## src/rtl/i2cmb_pkg.sv

```systemverilog
// Package: shared types, constants and phase functions of the I2C master byte engine.
`timescale 1ns / 1ps

package i2cmb_pkg;

  localparam int DELAY_WIDTH = 16;
  localparam int PH_W        = 4;

  localparam logic [7:0] ACK_POLL_LIMIT = 8'd250;
  localparam logic [3:0] BITS_PER_BYTE  = 4'd8;

  // Command codes
  localparam logic [2:0] OP_NONE      = 3'd0;
  localparam logic [2:0] OP_START     = 3'd1;
  localparam logic [2:0] OP_STOP      = 3'd2;
  localparam logic [2:0] OP_WRITE     = 3'd3;
  localparam logic [2:0] OP_READ_ACK  = 3'd4;
  localparam logic [2:0] OP_READ_NACK = 3'd5;

  // Phase codes of the engine
  localparam logic [PH_W-1:0] PH_IDLE    = 4'd0;
  localparam logic [PH_W-1:0] PH_ST_A    = 4'd1;
  localparam logic [PH_W-1:0] PH_ST_B    = 4'd2;
  localparam logic [PH_W-1:0] PH_ST_C    = 4'd3;
  localparam logic [PH_W-1:0] PH_SP_A    = 4'd4;
  localparam logic [PH_W-1:0] PH_SP_B    = 4'd5;
  localparam logic [PH_W-1:0] PH_SP_C    = 4'd6;
  localparam logic [PH_W-1:0] PH_WR_LO   = 4'd7;
  localparam logic [PH_W-1:0] PH_WR_HI   = 4'd8;
  localparam logic [PH_W-1:0] PH_WR_TAIL = 4'd9;
  localparam logic [PH_W-1:0] PH_AK_REL  = 4'd10;
  localparam logic [PH_W-1:0] PH_AK_RISE = 4'd11;
  localparam logic [PH_W-1:0] PH_AK_POLL = 4'd12;
  localparam logic [PH_W-1:0] PH_RD_LO   = 4'd13;
  localparam logic [PH_W-1:0] PH_RD_HI   = 4'd14;
  localparam logic [PH_W-1:0] PH_RD_TAIL = 4'd15;

  typedef logic [DELAY_WIDTH-1:0] delay_t;

  typedef struct packed {
    logic [2:0] op;
    logic [7:0] tx_byte;
    logic       sda_in;
  } in_item_t;

  typedef struct packed {
    logic       scl;
    logic       sda_out;
    logic       sda_drive;
    logic       busy_res;
    logic       done_res;
    logic [7:0] rx_byte;
    logic       ack_fail;
  } out_item_t;

  typedef struct packed {
    logic [PH_W-1:0] ph;
    delay_t          tick;
    logic [3:0]      bit_idx;
    logic [7:0]      shift;
    logic [7:0]      poll;
    logic            nack;
    logic            scl;
    logic            sda;
    logic            drv;
    logic [7:0]      rx;
    logic            fail;
  } eng_state_t;

  // Enter a phase: set the lines it drives and load its length.
  function automatic eng_state_t enter_phase(input eng_state_t s, input logic [PH_W-1:0] ph,
                                             input delay_t half, input delay_t full);
    eng_state_t t;
    t      = s;
    t.ph   = ph;
    t.tick = delay_t'(1);
    unique case (ph)
      PH_ST_A: begin
        t.drv = 1'b1; t.sda = 1'b1; t.scl = 1'b1; t.tick = half;
      end
      PH_ST_B: begin
        t.sda = 1'b0; t.tick = full;
      end
      PH_ST_C: begin
        t.scl = 1'b0; t.tick = half;
      end
      PH_SP_A: begin
        t.drv = 1'b1; t.sda = 1'b0; t.scl = 1'b0; t.tick = half;
      end
      PH_SP_B: begin
        t.scl = 1'b1; t.tick = full;
      end
      PH_SP_C: begin
        t.sda = 1'b1; t.tick = half;
      end
      PH_WR_LO: begin
        t.drv   = 1'b1;
        t.scl   = 1'b0;
        t.sda   = s.shift[7];
        t.shift = {s.shift[6:0], 1'b0};
        t.tick  = half;
      end
      PH_WR_HI: begin
        t.scl = 1'b1; t.tick = full;
      end
      PH_WR_TAIL: begin
        t.scl = 1'b0; t.tick = half;
      end
      PH_AK_REL: begin
        t.drv = 1'b0; t.sda = 1'b1;
      end
      PH_AK_RISE: begin
        t.scl = 1'b1;
      end
      PH_AK_POLL: begin
        t.poll = 8'd0;
      end
      PH_RD_LO: begin
        t.scl = 1'b0;
        if (s.bit_idx < BITS_PER_BYTE) begin
          t.drv = 1'b0; t.sda = 1'b1;
        end else begin
          t.drv = 1'b1; t.sda = s.nack;
        end
        t.tick = half;
      end
      PH_RD_HI: begin
        t.scl = 1'b1; t.tick = full;
      end
      PH_RD_TAIL: begin
        t.scl = 1'b0; t.tick = half;
      end
      default: begin
        t.ph = PH_IDLE;
      end
    endcase
    return t;
  endfunction

  // Move on at the end of a phase; flag the end of the command.
  function automatic eng_state_t advance(input eng_state_t s, input delay_t half,
                                         input delay_t full, output logic done);
    eng_state_t t;
    logic [3:0] nb;
    t    = s;
    nb   = s.bit_idx + 4'd1;
    done = 1'b0;
    unique case (s.ph)
      PH_ST_A:    t = enter_phase(s, PH_ST_B, half, full);
      PH_ST_B:    t = enter_phase(s, PH_ST_C, half, full);
      PH_SP_A:    t = enter_phase(s, PH_SP_B, half, full);
      PH_SP_B:    t = enter_phase(s, PH_SP_C, half, full);
      PH_WR_LO:   t = enter_phase(s, PH_WR_HI, half, full);
      PH_WR_HI:   t = enter_phase(s, PH_WR_TAIL, half, full);
      PH_WR_TAIL: begin
        t.bit_idx = nb;
        t = enter_phase(t, (nb < BITS_PER_BYTE) ? PH_WR_LO : PH_AK_REL, half, full);
      end
      PH_AK_REL:  t = enter_phase(s, PH_AK_RISE, half, full);
      PH_AK_RISE: t = enter_phase(s, PH_AK_POLL, half, full);
      PH_RD_LO:   t = enter_phase(s, PH_RD_HI, half, full);
      PH_RD_HI:   t = enter_phase(s, PH_RD_TAIL, half, full);
      PH_RD_TAIL: begin
        if (s.bit_idx < BITS_PER_BYTE) begin
          t.bit_idx = nb;
          if (nb == BITS_PER_BYTE) begin
            t.rx = s.shift;
          end
          t = enter_phase(t, PH_RD_LO, half, full);
        end else begin
          t.ph = PH_IDLE;
          done = 1'b1;
        end
      end
      default: begin
        t.ph = PH_IDLE;
        done = 1'b1;
      end
    endcase
    return t;
  endfunction

endpackage

```

## src/rtl/i2cmb_in_if.sv

```systemverilog
// Interface: command/tick input channel.
`timescale 1ns / 1ps

interface i2cmb_in_if;
  logic       valid;
  logic       ready;
  logic [2:0] op;
  logic [7:0] tx_byte;
  logic       sda_in;

  modport source (output valid, output op, output tx_byte, output sda_in, input ready);
  modport sink (input valid, input op, input tx_byte, input sda_in, output ready);
endinterface

```

## src/rtl/i2cmb_out_if.sv

```systemverilog
// Interface: per-tick result channel.
`timescale 1ns / 1ps

interface i2cmb_out_if;
  logic       valid;
  logic       ready;
  logic       scl;
  logic       sda_out;
  logic       sda_drive;
  logic       busy_res;
  logic       done_res;
  logic [7:0] rx_byte;
  logic       ack_fail;

  modport source (output valid, output scl, output sda_out, output sda_drive,
                  output busy_res, output done_res, output rx_byte, output ack_fail,
                  input ready);
  modport sink (input valid, input scl, input sda_out, input sda_drive,
                input busy_res, input done_res, input rx_byte, input ack_fail,
                output ready);
endinterface

```

## src/rtl/i2cmb_cfg_if.sv

```systemverilog
// Interface: bit delay configuration write channel.
`timescale 1ns / 1ps

interface i2cmb_cfg_if;
  logic                         valid;
  logic                         ready;
  logic [i2cmb_pkg::DELAY_WIDTH-1:0] data;

  modport source (output valid, output data, input ready);
  modport sink (input valid, input data, output ready);
endinterface

```

## src/rtl/i2cmb_engine.sv

```systemverilog
// Engine: phase state registers and the per-tick next-state and result logic.
`timescale 1ns / 1ps

module i2cmb_engine (
  input  logic                  clk,
  input  logic                  rst_n,
  input  logic                  acc,
  input  i2cmb_pkg::in_item_t   item,
  input  i2cmb_pkg::delay_t     bit_delay,
  output i2cmb_pkg::out_item_t  res
);
  import i2cmb_pkg::*;

  eng_state_t st_r;
  eng_state_t st_nxt;
  delay_t     half_len;
  delay_t     full_len;

  // Zero-length phases last one tick.
  always_comb begin
    half_len = bit_delay >> 1;
    if (half_len == '0) begin
      half_len = delay_t'(1);
    end
    full_len = (bit_delay == '0) ? delay_t'(1) : bit_delay;
  end

  always_comb begin
    eng_state_t s;
    logic       adv_done;
    s        = st_r;
    adv_done = 1'b0;
    res      = '0;

    // Take a command only when idle.
    if (s.ph == PH_IDLE) begin
      unique case (item.op)
        OP_START: s = enter_phase(s, PH_ST_A, half_len, full_len);
        OP_STOP:  s = enter_phase(s, PH_SP_A, half_len, full_len);
        OP_WRITE: begin
          s.shift   = item.tx_byte;
          s.bit_idx = 4'd0;
          s.fail    = 1'b0;
          s.poll    = 8'd0;
          s = enter_phase(s, PH_WR_LO, half_len, full_len);
        end
        OP_READ_ACK, OP_READ_NACK: begin
          s.shift   = 8'd0;
          s.bit_idx = 4'd0;
          s.nack    = (item.op == OP_READ_NACK);
          s = enter_phase(s, PH_RD_LO, half_len, full_len);
        end
        default: begin
        end
      endcase
    end

    res.scl       = s.scl;
    res.sda_out   = s.sda;
    res.sda_drive = s.drv;

    if (s.ph != PH_IDLE) begin
      res.busy_res = 1'b1;
      if (s.ph == PH_AK_POLL) begin
        if (!item.sda_in) begin
          s.scl        = 1'b0;
          s.ph         = PH_IDLE;
          res.done_res = 1'b1;
        end else if (s.poll >= ACK_POLL_LIMIT) begin
          s.fail = 1'b1;
          s = enter_phase(s, PH_SP_A, half_len, full_len);
        end else begin
          s.poll = s.poll + 8'd1;
        end
      end else begin
        // Sample SDA on the last tick of a data bit's high phase.
        if (s.ph == PH_RD_HI && s.bit_idx < BITS_PER_BYTE && s.tick <= delay_t'(1)) begin
          s.shift = {s.shift[6:0], item.sda_in};
        end
        if (s.tick > delay_t'(1)) begin
          s.tick = s.tick - delay_t'(1);
        end else begin
          s.tick = '0;
          s = advance(s, half_len, full_len, adv_done);
          res.done_res = adv_done;
        end
      end
    end

    res.rx_byte  = s.rx;
    res.ack_fail = s.fail;
    st_nxt       = s;
  end

  always_ff @(posedge clk) begin
    if (!rst_n) begin
      st_r.ph      <= PH_IDLE;
      st_r.tick    <= '0;
      st_r.bit_idx <= 4'd0;
      st_r.shift   <= 8'd0;
      st_r.poll    <= 8'd0;
      st_r.nack    <= 1'b0;
      st_r.scl     <= 1'b1;
      st_r.sda     <= 1'b1;
      st_r.drv     <= 1'b1;
      st_r.rx      <= 8'd0;
      st_r.fail    <= 1'b0;
    end else if (acc) begin
      st_r <= st_nxt;
    end
  end

  a_poll_bound: assert property (@(posedge clk) disable iff (!rst_n)
    st_r.poll <= ACK_POLL_LIMIT)
    else $error("acknowledge poll count past its limit");

  a_bit_bound: assert property (@(posedge clk) disable iff (!rst_n)
    st_r.bit_idx <= BITS_PER_BYTE)
    else $error("bit index past one byte");

  a_done_idle: assert property (@(posedge clk) disable iff (!rst_n)
    (acc && res.done_res) |=> (st_r.ph == PH_IDLE))
    else $error("command finished but engine not idle");

  a_fail_src: assert property (@(posedge clk) disable iff (!rst_n)
    $rose(st_r.fail) |-> ($past(acc) && $past(st_r.ph) == PH_AK_POLL))
    else $error("ack failure raised outside an acknowledge poll");

endmodule

```

## src/rtl/i2c_master_byte_controller_top.sv

```systemverilog
// Top level: I2C master byte controller with tick input, result register and delay register.
`timescale 1ns / 1ps

// Usage
//   in_ch  : one transaction per bus tick: op (none/start/stop/write/read+ACK/
//            read+NACK), tx_byte for writes, and the sampled SDA level.
//   out_ch : one transaction per accepted tick: SCL and SDA levels to drive,
//            SDA drive enable, busy/done flags, last read byte, ack failure.
//   cfg_ch : write the SCL high time in ticks (low phases use half of it).
//            Write only while no command runs and all results are taken.
// The result of a tick appears on out_ch in the cycle after the tick is accepted.
//   Throughput: one tick per clock unless out_ch stalls; the engine's phase
//   update is a single registered step, and the result register decouples the
//   channels so a new tick is taken while the previous result is taken.
// Commands arriving while busy are ignored; ack polling times out after
//   ACK_POLL_LIMIT+1 high polls and ends the write with a stop condition.
// Reset (rst_n low, synchronous): engine idle, SCL/SDA high and driven,
//   bit delay back to 10 ticks, no result pending.
// Stall: when out_ch.ready is low with a result held, in_ch.ready drops and
//   the engine holds its state until the result is taken.

module i2c_master_byte_controller_top (
  input logic       clk,
  input logic       rst_n,
  i2cmb_in_if.sink  in_ch,
  i2cmb_out_if.source out_ch,
  i2cmb_cfg_if.sink cfg_ch
);
  import i2cmb_pkg::*;

  delay_t    bit_delay_r;
  logic      out_valid_r;
  out_item_t res_r;
  out_item_t res;
  in_item_t  item;
  logic      acc;

  // Accept a tick whenever the result register is empty or being drained.
  assign in_ch.ready  = !out_valid_r || out_ch.ready;
  assign acc          = in_ch.valid && in_ch.ready;
  assign cfg_ch.ready = 1'b1;

  assign item.op      = in_ch.op;
  assign item.tx_byte = in_ch.tx_byte;
  assign item.sda_in  = in_ch.sda_in;

  i2cmb_engine u_engine (
    .clk       (clk),
    .rst_n     (rst_n),
    .acc       (acc),
    .item      (item),
    .bit_delay (bit_delay_r),
    .res       (res)
  );

  // Bit delay register
  always_ff @(posedge clk) begin
    if (!rst_n) begin
      bit_delay_r <= delay_t'(10);
    end else if (cfg_ch.valid) begin
      bit_delay_r <= cfg_ch.data;
    end
  end

  // Result register: load on accept, drop once taken.
  always_ff @(posedge clk) begin
    if (!rst_n) begin
      out_valid_r <= 1'b0;
    end else if (acc) begin
      out_valid_r <= 1'b1;
    end else if (out_ch.ready) begin
      out_valid_r <= 1'b0;
    end
  end

  always_ff @(posedge clk) begin
    if (acc) begin
      res_r <= res;
    end
  end

  assign out_ch.valid     = out_valid_r;
  assign out_ch.scl       = res_r.scl;
  assign out_ch.sda_out   = res_r.sda_out;
  assign out_ch.sda_drive = res_r.sda_drive;
  assign out_ch.busy_res  = res_r.busy_res;
  assign out_ch.done_res  = res_r.done_res;
  assign out_ch.rx_byte   = res_r.rx_byte;
  assign out_ch.ack_fail  = res_r.ack_fail;

endmodule

```

## src/flat_wrapper.sv

```systemverilog
// flat-port wrapper written by rule: the top's interface ports become plain ports
module i2c_master_byte_controller_top_flat import i2cmb_pkg::*;
  (clk, rst_n, in_ch_valid, in_ch_op, in_ch_tx_byte, in_ch_sda_in, in_ch_ready, out_ch_valid, out_ch_scl, out_ch_sda_out, out_ch_sda_drive, out_ch_busy_res, out_ch_done_res, out_ch_rx_byte, out_ch_ack_fail, out_ch_ready, cfg_ch_valid, cfg_ch_data, cfg_ch_ready);
  i2cmb_in_if in_ch_i ();
  i2cmb_out_if out_ch_i ();
  i2cmb_cfg_if cfg_ch_i ();
  input logic clk;
  input logic rst_n;
  input wire logic [$bits(in_ch_i.valid)-1:0] in_ch_valid;
  input wire logic [$bits(in_ch_i.op)-1:0] in_ch_op;
  input wire logic [$bits(in_ch_i.tx_byte)-1:0] in_ch_tx_byte;
  input wire logic [$bits(in_ch_i.sda_in)-1:0] in_ch_sda_in;
  output wire logic [$bits(in_ch_i.ready)-1:0] in_ch_ready;
  output wire logic [$bits(out_ch_i.valid)-1:0] out_ch_valid;
  output wire logic [$bits(out_ch_i.scl)-1:0] out_ch_scl;
  output wire logic [$bits(out_ch_i.sda_out)-1:0] out_ch_sda_out;
  output wire logic [$bits(out_ch_i.sda_drive)-1:0] out_ch_sda_drive;
  output wire logic [$bits(out_ch_i.busy_res)-1:0] out_ch_busy_res;
  output wire logic [$bits(out_ch_i.done_res)-1:0] out_ch_done_res;
  output wire logic [$bits(out_ch_i.rx_byte)-1:0] out_ch_rx_byte;
  output wire logic [$bits(out_ch_i.ack_fail)-1:0] out_ch_ack_fail;
  input wire logic [$bits(out_ch_i.ready)-1:0] out_ch_ready;
  input wire logic [$bits(cfg_ch_i.valid)-1:0] cfg_ch_valid;
  input wire logic [$bits(cfg_ch_i.data)-1:0] cfg_ch_data;
  output wire logic [$bits(cfg_ch_i.ready)-1:0] cfg_ch_ready;
  assign in_ch_i.valid = in_ch_valid;
  assign in_ch_i.op = in_ch_op;
  assign in_ch_i.tx_byte = in_ch_tx_byte;
  assign in_ch_i.sda_in = in_ch_sda_in;
  assign in_ch_ready = in_ch_i.ready;
  assign out_ch_valid = out_ch_i.valid;
  assign out_ch_scl = out_ch_i.scl;
  assign out_ch_sda_out = out_ch_i.sda_out;
  assign out_ch_sda_drive = out_ch_i.sda_drive;
  assign out_ch_busy_res = out_ch_i.busy_res;
  assign out_ch_done_res = out_ch_i.done_res;
  assign out_ch_rx_byte = out_ch_i.rx_byte;
  assign out_ch_ack_fail = out_ch_i.ack_fail;
  assign out_ch_i.ready = out_ch_ready;
  assign cfg_ch_i.valid = cfg_ch_valid;
  assign cfg_ch_i.data = cfg_ch_data;
  assign cfg_ch_ready = cfg_ch_i.ready;
  i2c_master_byte_controller_top u_core (.clk(clk), .rst_n(rst_n), .in_ch(in_ch_i), .out_ch(out_ch_i), .cfg_ch(cfg_ch_i));
endmodule
```

## config.mk

```make
export PLATFORM = sky130hd
export DESIGN_NAME = i2c_master_byte_controller_top_flat
export DESIGN_NICKNAME = d
export VERILOG_FILES = /design/src/rtl/i2cmb_pkg.sv /design/src/rtl/i2cmb_in_if.sv /design/src/rtl/i2cmb_out_if.sv /design/src/rtl/i2cmb_cfg_if.sv /design/src/rtl/i2cmb_engine.sv /design/src/rtl/i2c_master_byte_controller_top.sv /design/src/flat_wrapper.sv
export SDC_FILE = /design/constraint.sdc
export NUM_CORES = 1
export LEC_CHECK = 0
export ABC_AREA = 1
export BUFFER_PORTS_ARGS = -buffer_cell sky130_fd_sc_hd__buf_4
export CAP_MARGIN = 20
export CORE_ASPECT_RATIO = 1.2
export CORE_MARGIN = 2
export CORE_UTILIZATION = 55
export CTS_CLUSTER_DIAMETER = 60
export CTS_CLUSTER_SIZE = 12
export DETAILED_ROUTE_END_ITERATION = 10
export PLACE_DENSITY = 0.74
export SLEW_MARGIN = 10
export SYNTH_ARGS = -nofsm -noshare
export SYNTH_HDL_FRONTEND = slang
export SYNTH_SLANG_ARGS = --single-unit
export TNS_END_PERCENT = 1
```

## constraint.sdc

```tcl
create_clock -name clk -period 5.2 [get_ports clk]
set_input_delay 0 -clock clk [delete_from_list [all_inputs] [get_ports clk]]
set_output_delay 0 -clock clk [all_outputs]
set_load 0.01 [all_outputs]
```

======== Word level (Yosys, flattened, before mapping) ========
Cells that the tools add are included.
word-level totals
  register bits ........................... 84
  bits of input ports ..................... 33
  logic and storage cells ................. 123
cells by class
  add/subtract/negate cells ............... 3
  $lt $le $gt $ge ......................... 5
  eq/ne operators ......................... 34
  multiplexer cells ....................... 39
  reduce and logical (&&, ||, !) cells .... 22
operator list
  cell                                                                               count
  49-bit case mux with 8 select lines                                                1
  53-bit case mux with 4 select lines                                                1
  53-bit 2-to-1 mux                                                                  3
  4-bit == test (second input constant)                                              17
  48-bit 2-to-1 mux                                                                  1
  4-bit case mux with 12 select lines                                                1
  8-bit 2-to-1 mux                                                                   5
  37-bit 2-to-1 mux                                                                  1
  33-bit 2-to-1 mux                                                                  1
  16-bit logical NOT                                                                 2
  16-bit 2-to-1 mux                                                                  2
  32-bit 2-to-1 mux                                                                  1
  16-bit case mux with 2 select lines                                                1
  4-bit by 3-bit == test with 1-bit output (second input constant)                   7
  4-bit 2-to-1 mux                                                                   5
  16-bit by 1-bit greater-than comparator with 1-bit output (second input constant)  1
  16-bit by 1-bit <= comparator with 1-bit output (second input constant)            1
  16-bit by 1-bit subtractor with 16-bit output (second input constant)              1
  15-bit 2-to-1 mux                                                                  1
  15-bit OR reduction                                                                1
  4-bit by 2-bit == test with 1-bit output (second input constant)                   3
  12-bit 2-to-1 mux                                                                  1
  3-bit OR reduction                                                                 4
  11-bit 2-to-1 mux                                                                  1
  25 further kinds                                                                   40

======== Depth between registers and ports, before layout ========
Gate-level depths: netlist of run 1.
  depth after elaboration ................. 14
  depth in mapped cells ................... 28
  depth with buffers taken out ............ 26

======== By module ========
From an unflattened synthesis of run 1, not the netlist that was laid out.
unflattened totals
  cells, all modules ...................... 1036
  area, all modules ....................... 6321.1 um2
modules (own cells, without submodules)
  module                          times used  cells an instance  area an instance (um2)
  i2cmb_engine                    1           945                5296.3
  i2c_master_byte_controller_top  1           91                 1024.7

======== Least setup slack after synthesis of run 1 ========
Ideal clock, no wire load.
  path type ............................... reg2reg
  from .................................... reg u_core.u_engine.st_r[50] (netlist bit)
  to ...................................... reg u_core.res_r (netlist bit u_core.out_ch.rx_byte[2]) (data pin)
  data arrival time ....................... 2.477 ns
  setup slack ............................. 2.464 ns
  stages on the path, launching flop included .. 21
  period minus slack after synthesis ...... 2.736 ns
  cell sequence ........................... dfxtp_1 -> nor2_2 -> nand2_4 -> inv_8 -> nand2_8 -> buf_8 -> buf_6 -> inv_2 -> nand3_1 -> nand2_1 -> ha_1 -> nor2_1 -> inv_1 -> nand2_1 -> nor2_1 -> nand3_1 -> nor2_4 -> inv_2 -> nor3_2 -> nand2_1 -> o21a_1
RTL lines
  item                    RTL line                              RTL
  start, declared         i2cmb_engine.sv:14                    eng_state_t st_r;
  start signal, assigned  i2cmb_engine.sv:109                   st_r <= st_nxt;
  end signal, assigned    i2c_master_byte_controller_top.sv:78  res_r <= res;
  end, declared           i2c_master_byte_controller_top.sv:33  out_item_t res_r;

==> flow_metrics.tcl, run 1 <==
set metrics [dict create \
    die_area_um2 12800 \
    synth_area_um2 6530 \
    yosysSeqAreaShare_pct 27.9 \
    grt_pass1_wl_mm 33.1 \
    fin_cells 1300 \
    detail_route.wl_per_cell_um 15.8 \
    antenna_found_initial 0 \
    antenna_cells 0 \
    synth.distinct_cells 47 \
    cts_setup_buffers 0 \
    synth.yosys.warnings 0 \
    crit_type "reg2reg" \
    drc_errors 0 \
    seq_power_share_pct 31.6 \
    cts_root_buffer "clkbuf_16" \
    placed_cells 1262 \
    dpl_worst_slack_ps 1980 \
    clockBufferDepth 2 \
    ant_nets 0 \
    syn_inst 1093 \
    hold_viol 0 \
    setup_viol 0 \
    synth.ff_latch_count 84 \
    finalPower_mw 2.49 \
    period_needed_ps 3310 \
    grt-ovfl-total 0 \
    synthArstFlopShare_pct 0 \
    place_congestion 0.986 \
    worst_slew_pin_slew_ps 848 \
    areaGrowthSynthToFinish_pct 13.5 \
    start_util_pct 56.4 \
    globalRouteTotalUtil_pct 33.7 \
    clk-insertion-delay-late_ps 350 \
    arrival_ps 3540 \
    cp-start-kind "register" \
    cts_hold_buf 22 \
    internal-power_mw 1.41 \
    cts_buffers 9 \
    fin_ws_ps 1890 \
    grt_pass1_vias 6727 \
    cts_resized 0 \
    fin_setup_tns_ps 0 \
    viasPerCell 5.45 \
    cts_tree "yes" \
    cp.required_ps 5440 \
    fmax_mhz 302 \
    rsz0062_at_grt "false" \
    ios 50 \
    relSlewSlack_pct 43.2 \
    hold_path.class "in2reg" \
    grt_start_max_net_pins 49 \
    drive_gt1_share_pct 12.9 \
    slew_viol_final 0 \
    die_h_um 123 \
    numPortBuffers 48 \
    dr.first_iter.drc_count 454 \
    drt_wl_total_mm 20.5 \
    fin_nets 1178 \
    syn_area_per_cell_um2 5.97 \
    status "finished, final reports clean" \
    p_sw_share_pct 43.4 \
    core-area_um2 11600 \
    finalClockSkew_ps 10.7 \
    drt_first_pass_iters 8 \
    period_share_pct 63.6 \
    p_leak_nw 3.50 \
    rows 43 \
    die_w_um 103 \
    htreeDepth 3 \
    synth-main-ff-cell "dfxtp_1" \
    cp-end-kind "register" \
    clkPwrFrac_pct 25.1 \
    cts.sinks 84 \
    irDropWorstVdd_uv 226 \
    cellPowerDensity_nw_per_um2 336 \
    p_switching_mw 1.08 \
    synth_nets 1133 \
    mostFrequentLayoutCell "nand2_1" \
    dp_hpwl_mm 14.2 \
    final_cell_mix "nand2_1, inv_1, a21oi_1" \
    path_clk_slew_ps 70 \
    synth_edf_count 14 \
    num_vias 7086 \
    path_max_fanout 28 \
    maxCapViolations 0 \
    power_frac_comb_pct 43.3 \
]
power groups by stage:
stage / clock network [mW] / registers [mW] / logic, mW
global placement: 0 / 0.798 / 1.04
global route: 0.660 / 0.793 / 1.21
floorplan: 0 / 0.786 / 0.818
CTS: 0.637 / 0.784 / 1.06
detailed placement: 0 / 0.798 / 1.04
finish: 0.626 / 0.786 / 1.08
path summary, 6_finish.rpt:
kind / start / endpoint / slack [ps] / cells after the start
max reg2reg: u_core.u_engine.st_r[50] / u_core.u_engine.st_r[7] / 1890 / 20
min: rst_n / u_core.bit_delay_r[14] / 50 / 3
min reg2reg: u_core.u_engine.st_r[26] / u_core.u_engine.st_r[26] / 470 / 2
max: u_core.u_engine.st_r[50] / u_core.u_engine.st_r[7] / 1890 / 20
flip-flops by register name (all words and copies together) (netlist names):
| signal | cells |
|---|---|
| u_core.out_ch.busy_res | 1 |
| u_core.out_ch.done_res | 1 |
| u_core.out_ch.ack_fail | 1 |
| u_core.out_ch.valid | 1 |
| u_core.out_ch.sda_drive | 1 |
| u_core.out_ch.sda_out | 1 |
| u_core.u_engine.st_r | 53 |
| u_core.out_ch.scl | 1 |
| u_core.out_ch.rx_byte | 8 |
| u_core.bit_delay_r | 16 |
critical path: stages (launching register included):
cell and delay [ps]:
dfxtp_1 350, nor2_2 130, nand2_4 110, inv_8 160
nand2_8 170, inv_2 140, nand3_1 90, nand2_1 150
ha_1 220, nor2_1 80, inv_1 60, nand2_1 40
nor2_1 110, nand2_1 70, nor2_1 110, nand3_2 310
o21ai_1 450, nand2_1 100, o21a_1 130, o21ai_1 120
inv_1 50
cell usage after synthesis, types with 5 or more instances:
master | count | area share [%]
a21oi_1 | 103 | 7.9
nand3_1 | 63 | 4.8
o22ai_1 | 10 | 0.96
nand2_1 | 338 | 19
ha_1 | 7 | 1.3
nor2_1 | 92 | 5.3
clkbuf_1 | 28 | 1.6
nor2_4 | 11 | 1.9
dfxtp_1 | 70 | 21
nand2_2 | 22 | 2.1
edfxtp_1 | 14 | 6.4
nor2_2 | 6 | 0.57
a31oi_1 | 5 | 0.48
o21ai_2 | 5 | 0.67
inv_2 | 19 | 1.1
xor2_1 | 5 | 0.67
inv_1 | 135 | 7.8
o21ai_1 | 23 | 1.8
o21ai_0 | 77 | 5.9
nand3_2 | 5 | 0.77
nand4_1 | 8 | 0.77
metrics by stage:
step	hold WS (ps)	utilization (%)	cell area, um2
floorplan	112	-	6530
global placement	214	59.7	6900
detailed placement	222	59.7	6900
CTS	29.6	64.0	7410
global route	61.0	64.0	7410
finish	45.2	64.0	7410
layer usage:
layer	share of wire (%)	routed length [um]	track usage (%)
met5	0	0	0
met4	5.9	1210	19.9
met3	5.4	1110	5.94
met2	50	10300	59.0
met1	39	7920	37.6
logic make-up (layout without fill, tap and decap cells):
logic type | after synthesis | in the layout | synth area share (%)
buffers and inverters | 198 | 248 | 12.6
adder cells (fa/ha/maj) | 7 | 7 | 1.34
AO/OA/AOI/OAI | 238 | 238 | 19.5
XOR/XNOR | 7 | 7 | 0.939
other | 1 | 1 | 0.0574
AND/OR/NAND/NOR | 558 | 558 | 37.7
flip-flops | 84 | 84 | 27.9
final cells by class:
type	count	area, um2
Clock buffer	9	225
Clock inverter	7	58.8
Fill cell	1153	4160
Inverter	156	593
Multi-Input combinational cell	811	3890
Sequential cell	84	1820
Tap cell	157	196
Timing Repair Buffer	76	626
No activity file was read; power rests on OpenSTA's default activity.
==> inputs of run 2 (changes only) <==
Clock period 5.2 ns to 3.4 ns, I/O delays scaled along.
==> run 2 against run 1 <==
Effect of this change: worst hold slack improved by 9.9 ps; fmax rose by 3.0%; final area rose by 1.7%; first-iteration DRC count fell by 1.8%; non-clock buffer count rose by 9.
==> flow_metrics.tcl, run 2 (synthesized netlist as in run 1, its figures left out) <==
set metrics [dict create \
    status "finished, final reports clean" \
    cp-start-kind "register" \
    htreeDepth 3 \
    hold_viol 0 \
    numPortBuffers 48 \
    globalRouteTotalUtil_pct 34.2 \
    grt_pass1_wl_mm 33.6 \
    p_leak_nw 3.56 \
    dr.first_iter.drc_count 446 \
    drive_gt1_share_pct 13.7 \
    cts_setup_buffers 0 \
    worst_slew_pin_slew_ps 898 \
    fin_hold_ws_ps 55.1 \
    viasPerCell 5.60 \
    fin_area_um2 7530 \
    r2r_start "u_core.u_engine.st_r[51]" \
    cp.required_ps 3690 \
    drc_errors 0 \
    detail_route.wl_per_cell_um 16.0 \
    die_w_um 103 \
    r2r_end "u_core.u_engine.st_r[6]" \
    fin_nets 1187 \
    largest-register "u_core.u_engine.st_r" \
    num_vias 7336 \
    placed_cells 1271 \
    rr_worst_depth 14 \
    rows 43 \
    period_needed_ps 3210 \
    fin_ws_ps 190 \
    clk-insertion-delay-late_ps 350 \
    setup_viol 0 \
    rsz0062_at_grt "false" \
    cts_root_buffer "clkbuf_16" \
    finalClockSkew_ps 5.81 \
    grt_start_max_net_pins 86 \
    maxCapViolations 0 \
    fin_cells 1309 \
    ios 50 \
    grt_pass1_vias 6903 \
    crit_type "reg2reg" \
    min-delay-start "rst_n" \
    place_congestion 0.966 \
    dp_hpwl_mm 14.7 \
    cts_buffers 9 \
    fin_setup_tns_ps 0 \
    relSlewSlack_pct 40.1 \
    antenna_cells 0 \
    path_clk_slew_ps 60 \
    die_h_um 123 \
    ant_nets 0 \
    cp-end-kind "register" \
    arrival_ps 3500 \
    drt_first_pass_iters 5 \
    cts_tree "yes" \
    mostFrequentLayoutCell "nand2_1" \
    cts.sinks 84 \
    largest_register_ff_count 53 \
    irDropWorstVdd_uv 307 \
    clockBufferDepth 2 \
    hold_path.class "in2reg" \
    dpl_worst_slack_ps 236 \
    drt_wl_total_mm 21.0 \
    hold_end "u_core.u_engine.st_r[24]" \
    slew_viol_final 0 \
    fillers 1140 \
    period_share_pct 94.4 \
    final_cell_mix "nand2_1, inv_1, a21oi_1" \
    holdPathStages 3 \
    core-area_um2 11600 \
    areaGrowthSynthToFinish_pct 15.4 \
    cellPowerDensity_nw_per_um2 528 \
    path_max_fanout 10 \
    die_area_um2 12800 \
    r2r_slack_ps 190 \
    fmax_mhz 312 \
    antenna_found_initial 0 \
    placed_area_um2 6970 \
    grt-ovfl-total 0 \
    start_util_pct 56.4 \
]
-- run 2: changes by cell type in the layout (fill, tap and decap cells not counted), sizes merged --
| cell | delta |
|---|---|
| buf | +9 |
| bufinv | +2 |
| clkbuf | +1 |
| clkinv | -2 |
| inv | -1 |
-- run 2: through the flow --
stage               total power, mW  util, %
floorplan                      2.45        -
finish                         3.98     65.1
detailed placement             2.84     60.3
global placement               2.84     60.3
CTS                            3.95     65.0
global route                   4.24     65.1
-- run 2: layout make-up --
cell class / count / area [um2] / area share [%]
Multi-Input combinational cell: 811 / 3910 / 51.8
Sequential cell: 84 / 1820 / 24.2
Timing Repair Buffer: 85 / 693 / 9.20
Inverter: 156 / 593 / 7.87
Clock buffer: 10 / 229 / 3.04
Tap cell: 157 / 196 / 2.61
Clock inverter: 6 / 95.1 / 1.26
-- run 2: power breakdown --
group / internal, mW / switching [mW] / total, mW
clock: 0.652 / 0.440 / 1.09
combinational: 0.547 / 1.13 / 1.68
sequential: 1.12 / 0.0842 / 1.20
-- run 2: how the worst max path moves through the flow --
stage                     cells past startpoint  slack [ps]                       end                      from
final                                        14         190   u_core.u_engine.st_r[6]  u_core.u_engine.st_r[51]
after global routing                         14           8   u_core.u_engine.st_r[2]  u_core.u_engine.st_r[50]
after CTS                                    14         210   u_core.u_engine.st_r[6]  u_core.u_engine.st_r[51]
after detailed placement                     14         240   u_core.u_engine.st_r[6]  u_core.u_engine.st_r[51]
after global placement                       14         250   u_core.u_engine.st_r[6]  u_core.u_engine.st_r[51]
after floorplan                              20         660  u_core.out_ch.rx_byte[2]  u_core.u_engine.st_r[50]
-- run 2: repair_timing --
| action | 4_1_cts | 5_1_grt |
|---|---|---|
| resized for setup | 0 | 3 |
| hold endpoints to repair | 17 | 0 |
| endpoints found under the setup margin | 0 | 14 |
| hold buffers | 22 | 0 |
-- run 2: metal layers --
| layer | up-vias | global-route usage [%] | wire length [um] |
|---|---|---|---|
| met5 | - | 0 | 0 |
| li1 | 3609 | - | - |
| met1 | 3374 | 37.8 | 8220 |
| met3 | 95 | 4.92 | 994 |
| met2 | 258 | 61.3 | 10600 |
| met4 | 0 | 19.7 | 1190 |
-- run 2: critical path: stages (launching register included) --
cell,delay [ps]
dfxtp_1,410
nor2_4,70
nand2_4,140
nor2_4,100
nor2_2,240
nand2_1,130
inv_1,90
nand3_1,140
ha_1,540
nand3_1,290
nor3_4,500
nand2_1,240
o21ai_2,120
o21ai_1,70
inv_1,80
